$ cat src/jfms_pkg.sv
// ----------------------------------------------------------------------------
// JPEG frame marker scanner package
// Shared widths, marker codes, outcome codes and the types that travel
// between the scanner's modules.
// ----------------------------------------------------------------------------
package jfms_pkg;

	localparam int unsigned OffW = 16;
	localparam int unsigned LenW = 17;
	localparam int unsigned DefaultBufferBytes = 65536;
	localparam int unsigned LenMax = (1 << LenW) - 1;

	localparam logic [7:0] MARK_PREFIX = 8'hFF;
	localparam logic [7:0] MARK_SOI    = 8'hD8;
	localparam logic [7:0] MARK_EOI    = 8'hD9;

	typedef enum logic [1:0] {
		OUTCOME_IMAGE      = 2'd0,
		OUTCOME_SECOND_SOI = 2'd1,
		OUTCOME_WRAPPED    = 2'd2
	} outcome_t;

	typedef struct packed {
		logic            new_search;
		logic [7:0]      data_byte;
		logic [OffW-1:0] byte_offset;
	} scan_item_t;

	typedef struct packed {
		logic            valid;
		outcome_t        outcome;
		logic [OffW-1:0] start_offset;
		logic [OffW-1:0] end_offset;
		logic [OffW-1:0] image_size;
	} scan_res_t;

endpackage

$ cat src/jfms_if.sv
// ----------------------------------------------------------------------------
// JPEG frame marker scanner channels
// Valid/ready channels for incoming bytes, outgoing results and the
// buffer length register write.
// ----------------------------------------------------------------------------
interface jfms_byte_if;
	logic        valid;
	logic        ready;
	logic        new_search;
	logic [7:0]  data_byte;
	logic [15:0] byte_offset;

	modport source (output valid, new_search, data_byte, byte_offset, input ready);
	modport sink   (input valid, new_search, data_byte, byte_offset, output ready);
endinterface

interface jfms_result_if;
	logic        valid;
	logic        ready;
	logic [1:0]  outcome;
	logic [15:0] start_offset;
	logic [15:0] end_offset;
	logic [15:0] image_size;

	modport source (output valid, outcome, start_offset, end_offset, image_size,
		input ready);
	modport sink   (input valid, outcome, start_offset, end_offset, image_size,
		output ready);
endinterface

interface jfms_cfg_if;
	logic        valid;
	logic        ready;
	logic [16:0] data;

	modport source (output valid, data, input ready);
	modport sink   (input valid, data, output ready);
endinterface

$ cat src/jfms_scan.sv
// ----------------------------------------------------------------------------
// JPEG frame marker scanner core
// Holds the search state and decides, for one registered byte, the state
// update and whether a result is produced.
// ----------------------------------------------------------------------------
module jfms_scan
	import jfms_pkg::*;
(
	input  logic            clk,
	input  logic            arst_n,
	input  logic            step,
	input  scan_item_t      item,
	input  logic [LenW-1:0] buffer_length,
	output scan_res_t       res
);

	logic [7:0]      previous_byte_q;
	logic            previous_valid_q;
	logic            start_seen_q;
	logic [OffW-1:0] start_position_q;
	logic            buffer_end_passed_q;
	logic            search_done_q;

	logic [7:0]      previous_byte_d;
	logic            previous_valid_d;
	logic            start_seen_d;
	logic [OffW-1:0] start_position_d;
	logic            buffer_end_passed_d;
	logic            search_done_d;

	always_comb begin
		logic            fresh;
		logic            prev_valid_e;
		logic            start_seen_e;
		logic [OffW-1:0] start_pos_e;
		logic            passed_e;
		logic            at_zero;
		logic            pair_ff;
		logic [OffW-1:0] mark_pos;

		fresh        = item.new_search;
		prev_valid_e = fresh ? 1'b0 : previous_valid_q;
		start_seen_e = fresh ? 1'b0 : start_seen_q;
		start_pos_e  = fresh ? '0 : start_position_q;
		passed_e     = fresh ? 1'b0 : buffer_end_passed_q;
		at_zero      = (item.byte_offset == '0);
		pair_ff      = prev_valid_e && (previous_byte_q == MARK_PREFIX) && !at_zero;
		mark_pos     = item.byte_offset - OffW'(1);

		previous_byte_d     = previous_byte_q;
		previous_valid_d    = previous_valid_q;
		start_seen_d        = start_seen_q;
		start_position_d    = start_position_q;
		buffer_end_passed_d = buffer_end_passed_q;
		search_done_d       = search_done_q;

		res              = '0;
		res.outcome      = OUTCOME_IMAGE;

		if (fresh || !search_done_q) begin
			previous_valid_d    = prev_valid_e;
			start_seen_d        = start_seen_e;
			start_position_d    = start_pos_e;
			buffer_end_passed_d = passed_e;
			search_done_d       = 1'b0;

			// A second arrival at offset zero ends the search before the byte
			// is looked at as part of a marker.
			if (!fresh && at_zero && passed_e) begin
				search_done_d    = 1'b1;
				res.valid        = 1'b1;
				res.outcome      = OUTCOME_WRAPPED;
				res.start_offset = start_seen_e ? start_pos_e : '0;
			end else begin
				if (!fresh && at_zero) begin
					buffer_end_passed_d = 1'b1;
				end
				previous_byte_d  = item.data_byte;
				previous_valid_d = 1'b1;

				if (pair_ff && item.data_byte == MARK_SOI) begin
					if (start_seen_e) begin
						search_done_d    = 1'b1;
						res.valid        = 1'b1;
						res.outcome      = OUTCOME_SECOND_SOI;
						res.start_offset = start_pos_e;
					end else begin
						start_seen_d     = 1'b1;
						start_position_d = mark_pos;
					end
				end else if (pair_ff && item.data_byte == MARK_EOI && start_seen_e) begin
					search_done_d    = 1'b1;
					res.valid        = 1'b1;
					res.outcome      = OUTCOME_IMAGE;
					res.start_offset = start_pos_e;
					res.end_offset   = mark_pos;
					if (mark_pos > start_pos_e) begin
						res.image_size = mark_pos - start_pos_e;
					end else if (mark_pos < start_pos_e) begin
						// The image wraps around the end of the buffer.
						res.image_size = buffer_length[OffW-1:0] - start_pos_e + mark_pos;
					end else begin
						res.image_size = '0;
					end
				end
			end
		end

		if (!step) begin
			res.valid = 1'b0;
		end
	end

	always_ff @(posedge clk or negedge arst_n) begin
		if (!arst_n) begin
			previous_byte_q     <= '0;
			previous_valid_q    <= 1'b0;
			start_seen_q        <= 1'b0;
			start_position_q    <= '0;
			buffer_end_passed_q <= 1'b0;
			search_done_q       <= 1'b1;
		end else if (step) begin
			previous_byte_q     <= previous_byte_d;
			previous_valid_q    <= previous_valid_d;
			start_seen_q        <= start_seen_d;
			start_position_q    <= start_position_d;
			buffer_end_passed_q <= buffer_end_passed_d;
			search_done_q       <= search_done_d;
		end
	end

	// Every result closes the search.
	a_result_closes: assert property (@(posedge clk) disable iff (!arst_n)
		res.valid |=> search_done_q)
		else $error("result produced without closing the search");

	// Only a found image carries an end offset and a size.
	a_unused_fields: assert property (@(posedge clk) disable iff (!arst_n)
		res.valid && res.outcome != OUTCOME_IMAGE |-> res.end_offset == '0 &&
			res.image_size == '0)
		else $error("end offset or size set without an image");

	// The start position stays cleared until a start marker is seen.
	a_start_cleared: assert property (@(posedge clk) disable iff (!arst_n)
		!start_seen_q |-> start_position_q == '0)
		else $error("start position set without a start marker");

	// A byte ignored while idle leaves the state alone.
	a_idle_holds: assert property (@(posedge clk) disable iff (!arst_n)
		step && search_done_q && !item.new_search |=> search_done_q &&
			$stable(previous_byte_q) && $stable(start_position_q))
		else $error("state changed while idle");

endmodule

$ cat src/jpeg_frame_marker_scanner_unit.sv
// ----------------------------------------------------------------------------
// JPEG frame marker scanner
// Finds one JPEG frame (start and end marker pair) in a circular buffer.
// ----------------------------------------------------------------------------
// Usage:
// Bytes enter on the scan channel with their buffer offset; a beat with
// new_search set starts a fresh search. Each search ends with one beat on
// the result channel: an image with start, end and wrap-aware size, a second
// start marker, or the buffer passed twice. Until the next new_search beat,
// bytes are taken and dropped.
// The cfg channel writes the buffer length used for the wrap-around size; it
// is always ready. The user must write it only while no byte is in flight;
// the block does not enforce this. Throughput is one byte per cycle while
// the result channel is not stalled. A byte goes through an input register
// and the scan logic into the result register.
// When the receiver stalls, the pending result holds; the byte in the input
// register waits and scan.ready drops, so at most one byte is held.
// After reset no search is active, the buffer length is BUFFER_BYTES
// (saturated to 17 bits) and both channels are empty.
// ----------------------------------------------------------------------------
module jpeg_frame_marker_scanner_unit
	import jfms_pkg::*;
#(
	parameter int unsigned BUFFER_BYTES = DefaultBufferBytes
) (
	input  logic          clk,
	input  logic          arst_n,
	jfms_byte_if.sink     scan,
	jfms_result_if.source result,
	jfms_cfg_if.sink      cfg
);

	localparam logic [LenW-1:0] LenReset =
		(BUFFER_BYTES > LenMax) ? LenW'(LenMax) : LenW'(BUFFER_BYTES);

	logic [LenW-1:0] buffer_length_q;
	logic            valid_s1;
	scan_item_t      item_s1;
	logic            out_valid_q;
	scan_res_t       res_q;
	scan_res_t       res;
	logic            fire_s1;
	logic            accept;

	assign cfg.ready = 1'b1;

	always_ff @(posedge clk or negedge arst_n) begin
		if (!arst_n) begin
			buffer_length_q <= LenReset;
		end else if (cfg.valid) begin
			buffer_length_q <= cfg.data;
		end
	end

	assign fire_s1    = valid_s1 && (!out_valid_q || result.ready);
	assign scan.ready = !valid_s1 || fire_s1;
	assign accept     = scan.valid && scan.ready;

	always_ff @(posedge clk or negedge arst_n) begin
		if (!arst_n) begin
			valid_s1 <= 1'b0;
		end else if (scan.ready) begin
			valid_s1 <= scan.valid;
		end
	end

	always_ff @(posedge clk) begin
		if (accept) begin
			item_s1.new_search  <= scan.new_search;
			item_s1.data_byte   <= scan.data_byte;
			item_s1.byte_offset <= scan.byte_offset;
		end
	end

	jfms_scan u_scan (
		.clk           (clk),
		.arst_n        (arst_n),
		.step          (fire_s1),
		.item          (item_s1),
		.buffer_length (buffer_length_q),
		.res           (res)
	);

	always_ff @(posedge clk or negedge arst_n) begin
		if (!arst_n) begin
			out_valid_q <= 1'b0;
		end else if (res.valid) begin
			out_valid_q <= 1'b1;
		end else if (result.ready) begin
			out_valid_q <= 1'b0;
		end
	end

	always_ff @(posedge clk) begin
		if (res.valid) begin
			res_q <= res;
		end
	end

	assign result.valid        = out_valid_q;
	assign result.outcome      = res_q.outcome;
	assign result.start_offset = res_q.start_offset;
	assign result.end_offset   = res_q.end_offset;
	assign result.image_size   = res_q.image_size;

	// A new result is only written into a free or draining result register.
	a_no_overwrite: assert property (@(posedge clk) disable iff (!arst_n)
		res.valid |-> !out_valid_q || result.ready)
		else $error("pending result overwritten");

	// Backpressure on the byte side comes only from a stalled result.
	a_ready_cause: assert property (@(posedge clk) disable iff (!arst_n)
		!scan.ready |-> valid_s1 && out_valid_q && !result.ready)
		else $error("scan channel stalled without a stalled result");

	// A held byte is processed in the cycle the result is taken.
	a_drain_moves: assert property (@(posedge clk) disable iff (!arst_n)
		valid_s1 && out_valid_q && result.ready |-> fire_s1)
		else $error("held byte not processed when result drained");

endmodule
$ cat src/flat_wrapper.sv
// flat-port wrapper written by rule: the top's interface ports become plain ports
module jpeg_frame_marker_scanner_unit_flat import jfms_pkg::*;
#(
	parameter int unsigned BUFFER_BYTES = DefaultBufferBytes
)
  (clk, arst_n, scan_valid, scan_new_search, scan_data_byte, scan_byte_offset, scan_ready, result_valid, result_outcome, result_start_offset, result_end_offset, result_image_size, result_ready, cfg_valid, cfg_data, cfg_ready);
  jfms_byte_if scan_i ();
  jfms_result_if result_i ();
  jfms_cfg_if cfg_i ();
  input  logic clk;
  input  logic arst_n;
  input wire logic [$bits(scan_i.valid)-1:0] scan_valid;
  input wire logic [$bits(scan_i.new_search)-1:0] scan_new_search;
  input wire logic [$bits(scan_i.data_byte)-1:0] scan_data_byte;
  input wire logic [$bits(scan_i.byte_offset)-1:0] scan_byte_offset;
  output wire logic [$bits(scan_i.ready)-1:0] scan_ready;
  output wire logic [$bits(result_i.valid)-1:0] result_valid;
  output wire logic [$bits(result_i.outcome)-1:0] result_outcome;
  output wire logic [$bits(result_i.start_offset)-1:0] result_start_offset;
  output wire logic [$bits(result_i.end_offset)-1:0] result_end_offset;
  output wire logic [$bits(result_i.image_size)-1:0] result_image_size;
  input wire logic [$bits(result_i.ready)-1:0] result_ready;
  input wire logic [$bits(cfg_i.valid)-1:0] cfg_valid;
  input wire logic [$bits(cfg_i.data)-1:0] cfg_data;
  output wire logic [$bits(cfg_i.ready)-1:0] cfg_ready;
  assign scan_i.valid = scan_valid;
  assign scan_i.new_search = scan_new_search;
  assign scan_i.data_byte = scan_data_byte;
  assign scan_i.byte_offset = scan_byte_offset;
  assign scan_ready = scan_i.ready;
  assign result_valid = result_i.valid;
  assign result_outcome = result_i.outcome;
  assign result_start_offset = result_i.start_offset;
  assign result_end_offset = result_i.end_offset;
  assign result_image_size = result_i.image_size;
  assign result_i.ready = result_ready;
  assign cfg_i.valid = cfg_valid;
  assign cfg_i.data = cfg_data;
  assign cfg_ready = cfg_i.ready;
  jpeg_frame_marker_scanner_unit #(.BUFFER_BYTES(BUFFER_BYTES)) u_core (.clk(clk), .arst_n(arst_n), .scan(scan_i), .result(result_i), .cfg(cfg_i));
endmodule
$ cat config.mk
export PLATFORM = sky130hd
export DESIGN_NAME = jpeg_frame_marker_scanner_unit_flat
export DESIGN_NICKNAME = d
export VERILOG_FILES = /design/src/jfms_pkg.sv /design/src/jfms_if.sv /design/src/jfms_scan.sv /design/src/jpeg_frame_marker_scanner_unit.sv /design/src/flat_wrapper.sv
export SDC_FILE = /design/constraint.sdc
export NUM_CORES = 1
export LEC_CHECK = 0
export BUFFER_PORTS_ARGS = -buffer_cell sky130_fd_sc_hd__buf_2
export CAP_MARGIN = 15
export CORE_MARGIN = 2
export CORE_UTILIZATION = 40
export DETAILED_ROUTE_END_ITERATION = 8
export PLACE_DENSITY_LB_ADDON = 0.05
export SLEW_MARGIN = 40
export SYNTH_ARGS = -nofsm -noshare
export SYNTH_HDL_FRONTEND = slang
export SYNTH_SLANG_ARGS = --single-unit
$ cat constraint.sdc
create_clock -name clk -period 7.9 [get_ports clk]
set_input_delay 1.58 -clock clk [delete_from_list [all_inputs] [get_ports clk]]
set_output_delay 1.58 -clock clk [all_outputs]
set_load 0.05 [all_outputs]
* Word-level counts from Yosys, hierarchy flattened
Cells that the tools add are included.
** Cells by class
- Order comparisons :: 2
- Add/subtract/negate cells :: 4
- Bitwise gates (word level) :: 3
- Equality and inequality tests :: 3
- Mux-type cells :: 29
- Reduce and logical (&&, ||, !) cells :: 23
** Operator list (number)
- $mux W16 :: 7
- $mux W51 :: 2
- $mux W32 :: 2
- $mux W19 :: 3
- $sub A16 B16 Y16 :: 2
- $eq A8 B8 Y1 const B :: 3
- $add A16 B16 Y16 :: 1
- $gt A16 B16 Y1 :: 1
- $logic_not A16 Y1 :: 1
- $lt A16 B16 Y1 :: 1
- $sub A16 B1 Y16 const B :: 1
- $mux W1 :: 15
- $logic_and A1 B1 Y1 :: 9
- $logic_not A1 Y1 :: 5
- $reduce_or A4 Y1 :: 1
- $logic_or A1 B1 Y1 :: 3
- $not A1 Y1 :: 3
- $reduce_and A3 Y1 :: 1
- $reduce_and A2 Y1 :: 1
- $reduce_bool A2 Y1 :: 1
- $reduce_or A2 Y1 :: 1
** Word-level totals
- Logic and storage cells :: 81
- Output and inout port bits :: 53
- Register bits after elaboration :: 121
- Bits of input ports :: 47

* Depth between registers and ports, before layout
- Depth after elaboration :: 11
- Mapped depth :: 16
- Gate-level depth less buffers :: 16

* Cells and area by module
A second synthesis with hierarchy kept.
** Unflattened totals
- Cells, all modules :: 630
- Area, all modules :: 6993.0 µm²
** By module, submodules not included
- jfms_scan :: cells each 509, times used 1, area each 3953.8 µm²
- jpeg_frame_marker_scanner_unit :: cells each 121, times used 1, area each 3039.2 µm²

* Least setup slack after synthesis
No wires, ideal clock.
- Kind :: input to register
- From :: in result_ready
- To :: reg u_core.res_q (netlist bit u_core.result.end_offset[0]) (enable)
- Path slack :: 3468 ps
- Stages :: 3
- Library setup time :: 455 ps
- Arrival time :: 3977 ps
- Path buffers :: 0
- Required time :: 7445 ps
- Path through :: nand2b_1 nand3_1 a211oi_2
** RTL lines
- from (decl) :: line flat_wrapper.sv:22 : input wire logic [$bits(result_i.ready)-1:0] result_ready;
- to (signal assigned) :: line jpeg_frame_marker_scanner_unit.sv:96 : res_q <= res;
- to (decl) :: line jpeg_frame_marker_scanner_unit.sv:40 : scan_res_t res_q;

* Final worst setup path
- From :: reg u_core.item_s1[0] in the netlist's numbering
- To :: reg u_core.res_q (netlist bit u_core.result.image_size[14]), data pin
** Between the ends
- Longest elaborated chain between the ends :: 7
** RTL lines
- from (decl) :: line jpeg_frame_marker_scanner_unit.sv:38 : scan_item_t item_s1;
- parallel branches: the longest is 7 deep, another holds $sub A16 B1 Y16
Parallel ways; which one is timed is not known.
A chain may end at the register's enable or synchronous reset.

==> out/results.txt <==
At the worst endpoint, the required time is 8.17 ns. For the combined area of all synthesized cells, the log shows 6780 um^2. The run gives 0 as the quantity of gates resized following cts. For the starting density of the core, the log shows 0.409. Synthesis produced a netlist whose cell count is 603. Setup repair after global routing left no endpoint under its margin. Slew of the pin with the lowest slew margin: 0.837 ns. Root buffer cell: sky130_fd_sc_hd__clkbuf_16. The area share of the largest cell type after synthesis was 0.332. The leakage power is 3.43 nW. The via count of the first global-routing pass was 4,915; the power per cell area was 229 nW/um^2. The count of pins over their slew limit was 0; the total clock buffers created by CTS was 17. The synthesized net count is 700. The busiest layer in global routing is met2. The tool flagged a number of max-cap violations equal to 0.

The sort of element at the start of the critical path was a flop. The number of setup buffers added after CTS is 0. On the final layout, the worst hold slack is 0.471 ns.

Based on the critical path, the design can be clocked at up to 0.222 GHz. Hold repair after CTS inserted 0 buffers. Data arrives at the worst endpoint at 4.77 ns.

For the placeable core area, the log shows 16,600 um^2. The flow ran to the end, and the final reports show no timing, DRC or antenna violations. The chip width is 134 um, and the number of antenna violations at the first check in global routing is 0. The maximum resistive drop on vdd was 0.151 mV.

The global-route track usage on met3 is 0.0491. The library cells used most frequently in the layout, excluding fill and tap cells, are sky130_fd_sc_hd__buf_2 (97), sky130_fd_sc_hd__edfxtp_1 (75), sky130_fd_sc_hd__nor2_1 (51). The maximum fanout along the worst path is 20. In the post-synthesis netlist, the biggest area contributors are sky130_fd_sc_hd__edfxtp_1 (33%), sky130_fd_sc_hd__dfrtp_1 (17%), sky130_fd_sc_hd__ha_1 (6.3%).

Final weighted congestion of routability-driven global placement: 0.955. The tools report the number of remaining DRC errors as 0. The tools report the clock net sink count as 121. The mean number of vias per cell was 5.15; the violation count after the first detailed-route iteration was 299. sky130_fd_sc_hd__edfxtp_1 takes more of the synthesized area than any other cell. The type of destination of the critical path was a flop.

For this run, the number of Yosys warnings is 0. In this run, distinct cell masters in the synthesized netlist total 68. After layout, the worst setup slack is 3.40 ns. The period utilization is 0.570, and the worst setup skew after layout is 0.0121 ns. The run gives 4 as the number of search-and-repair iterations in the first detailed-routing pass. In the final routed layout, each cell accounts on average for 18.0 um. At the end of the flow, the number of nets in the layout was 803. The routing usage on met1 was 0.266; the count of H-tree levels built during CTS was 4.

The logs give 0.198 for the global routing usage summed across all routing layers and 0.502 for the part of the Yosys area used for sequential elements. The commonest non-fill, non-tap cell in the layout was sky130_fd_sc_hd__buf_2. The synthesis-to-layout area growth was 18.9%. The die covers 18,000 um^2. The relative slew slack was 0.442; the number of enable flip-flop cells after synthesis was 75.

TritonCTS built the clock tree. The minimum setup slack after placement came out at 3.37 ns. The number of antenna repair diodes was 0.

Summing all non-filler instances in the final layout gives an area of 8060 um^2. Summed over all layers, the global routing overflow is 0. The floorplan row count is 47. The tools report the source-to-sink clock delay at the later pin of the worst-skew pair as 0.43 ns.

The run gives 1.85 mW as the sum of internal, switching and leakage power. The final hold violation count was 0. For the wire length reported by the detailed router, the log shows 16,900 um. The maximum number of pins on one net before global-route repair is 47, and the global-route track usage on met2 is 0.323.

The longest clock path from root to sink contains 2 buffers. In this run the mean area of a mapped cell was 11.2 um^2. For the top-level I/O count, the log shows 100. The classification of the worst-slack hold path is reg -> reg. The run gives 26,800 um as the global-route wire length before repair.

The floorplan step set the die height to 134 um. Input and output buffers added on the ports amount to 97. Summing all placed instances gives a cell area of 7480 um^2.

The run gives 12,700 um as the post-detailed-placement half-perimeter wirelength. The detail route stage leaves a number of antenna-violating nets equal to 0. Across all layers, the routed design uses 4,840 vias.

The share of flip-flops with an asynchronous set or reset came out at 0.380. The number of synthesized register bits works out to 121. The share of cells above drive strength 1 is 0.236, and the clock transition at the register clock pins on the worst setup and hold paths after CTS is 0.07 ns.

The setup total negative slack is 0 ns, and the clock period minus final worst setup slack is 4.50 ns. By startpoint and endpoint, the worst setup path is classified as reg -> reg. Setup violations remaining at the end of the flow were counted as 0. The most used flip-flop cell after synthesis is sky130_fd_sc_hd__edfxtp_1.
==> routing by layer <==
layer | up-vias | part of all wire
li1 | 2374 | -
met1 | 2324 | 0.45
met2 | 125 | 0.49
met3 | 17 | 0.045
met4 | 0 | 0.0098
met5 | - | 0
==> cell families (layout without fill, tap and decap cells) <==
logic type,after synthesis,in the layout,synth area share
AO/OA/AOI/OAI,124,124,0.116
XOR/XNOR,37,37,0.0478
adder cells (fa/ha/maj),50,50,0.110
buffers and inverters,45,161,0.0306
flip-flops,121,121,0.502
multiplexers,25,25,0.0414
other,1,1,0.000553
AND/OR/NAND/NOR,200,200,0.151
==> critical path, cell delays in order (launching register included) <==
cell and delay (ns):
sky130_fd_sc_hd__edfxtp_1 0.52, sky130_fd_sc_hd__inv_1 0.19, sky130_fd_sc_hd__nand3_1 0.12, sky130_fd_sc_hd__nor3_1 0.42, sky130_fd_sc_hd__nand3b_1 0.19, sky130_fd_sc_hd__nor3_1 0.21
sky130_fd_sc_hd__xnor2_1 0.21, sky130_fd_sc_hd__inv_1 0.15, sky130_fd_sc_hd__ha_1 0.42, sky130_fd_sc_hd__and2_1 0.20, sky130_fd_sc_hd__nor2b_1 0.31, sky130_fd_sc_hd__a21o_1 0.19
sky130_fd_sc_hd__a31o_1 0.64, sky130_fd_sc_hd__and2_4 0.30, sky130_fd_sc_hd__a22oi_1 0.07, sky130_fd_sc_hd__nor2_1 0.17
==> cells in the mapped netlist (5+ instances only) <==
cell / number
sky130_fd_sc_hd__mux2_1: 9
sky130_fd_sc_hd__xnor2_1: 17
sky130_fd_sc_hd__ha_1: 34
sky130_fd_sc_hd__nor2_1: 51
sky130_fd_sc_hd__fa_1: 16
sky130_fd_sc_hd__nand2_1: 48
sky130_fd_sc_hd__o21ai_0: 27
sky130_fd_sc_hd__edfxtp_1: 75
sky130_fd_sc_hd__xor2_1: 20
sky130_fd_sc_hd__nand2b_1: 19
sky130_fd_sc_hd__nand4_1: 5
sky130_fd_sc_hd__a21oi_1: 36
sky130_fd_sc_hd__nor3_1: 10
sky130_fd_sc_hd__nand3_1: 15
sky130_fd_sc_hd__o21ai_1: 10
sky130_fd_sc_hd__and2_1: 18
sky130_fd_sc_hd__buf_2: 7
sky130_fd_sc_hd__nor2b_1: 7
sky130_fd_sc_hd__clkbuf_1: 5
sky130_fd_sc_hd__a31oi_1: 5
sky130_fd_sc_hd__inv_1: 26
sky130_fd_sc_hd__a21o_1: 9
sky130_fd_sc_hd__mux2_2: 15
sky130_fd_sc_hd__dfrtp_1: 45
==> metrics by stage <==
stage,cells,util
after detailed placement,907,0.451
after global placement,906,0.450
after floorplan,603,-
after global routing,939,0.486
final,939,0.486
after CTS,939,0.486
==> layout make-up <==
type / count / area [um^2]
tap: 220 / 275
sequential: 121 / 3400
clock inverter: 15 / 154
fill: 1574 / 8520
timing repair buffer: 102 / 527
inverter: 27 / 101
multi-input combinational: 437 / 3170
clock buffer: 17 / 425
==> path summary, 6_finish.rpt <==
kind	from	to	slack [ns]	depth (start not counted)
max in group asynchronous	arst_n	u_core.u_scan.previous_byte_q[1]	6.21	2
min in group asynchronous	arst_n	u_core.buffer_length_q[7]	1.24	2
hold reg to reg	u_core.u_scan.previous_valid_q	u_core.u_scan.previous_valid_q	0.47	1
setup / recovery	u_core.item_s1[0]	u_core.result.image_size[14]	3.40	15
setup reg to reg	u_core.item_s1[0]	u_core.result.image_size[14]	3.40	15
hold / removal	u_core.u_scan.previous_valid_q	u_core.u_scan.previous_valid_q	0.47	1
==> state kept, by name (all words and copies together) (netlist names) <==
name,count
u_core.u_scan.start_position_q,16
u_core.u_scan.search_done_q,1
u_core.item_s1,25
u_core.result.start_offset,16
u_core.buffer_length_q,16
u_core.result.outcome,2
u_core.result.image_size,16
u_core.result.valid,1
u_core.u_scan.previous_valid_q,1
u_core.u_scan.start_seen_q,1
u_core.u_scan.previous_byte_q,8
u_core.valid_s1,1
u_core.result.end_offset,16
u_core.u_scan.buffer_end_passed_q,1
==> report_power, final <==
| group | switching (mW) | internal, mW | total (mW) |
|---|---|---|---|
| Sequential | 0.0228 | 0.695 | 0.718 |
| Clock | 0.339 | 0.420 | 0.758 |
| Combinational | 0.216 | 0.156 | 0.373 |
| Total | 0.578 | 1.27 | 1.85 |
Note: power is estimated with default switching activity, not from simulation.
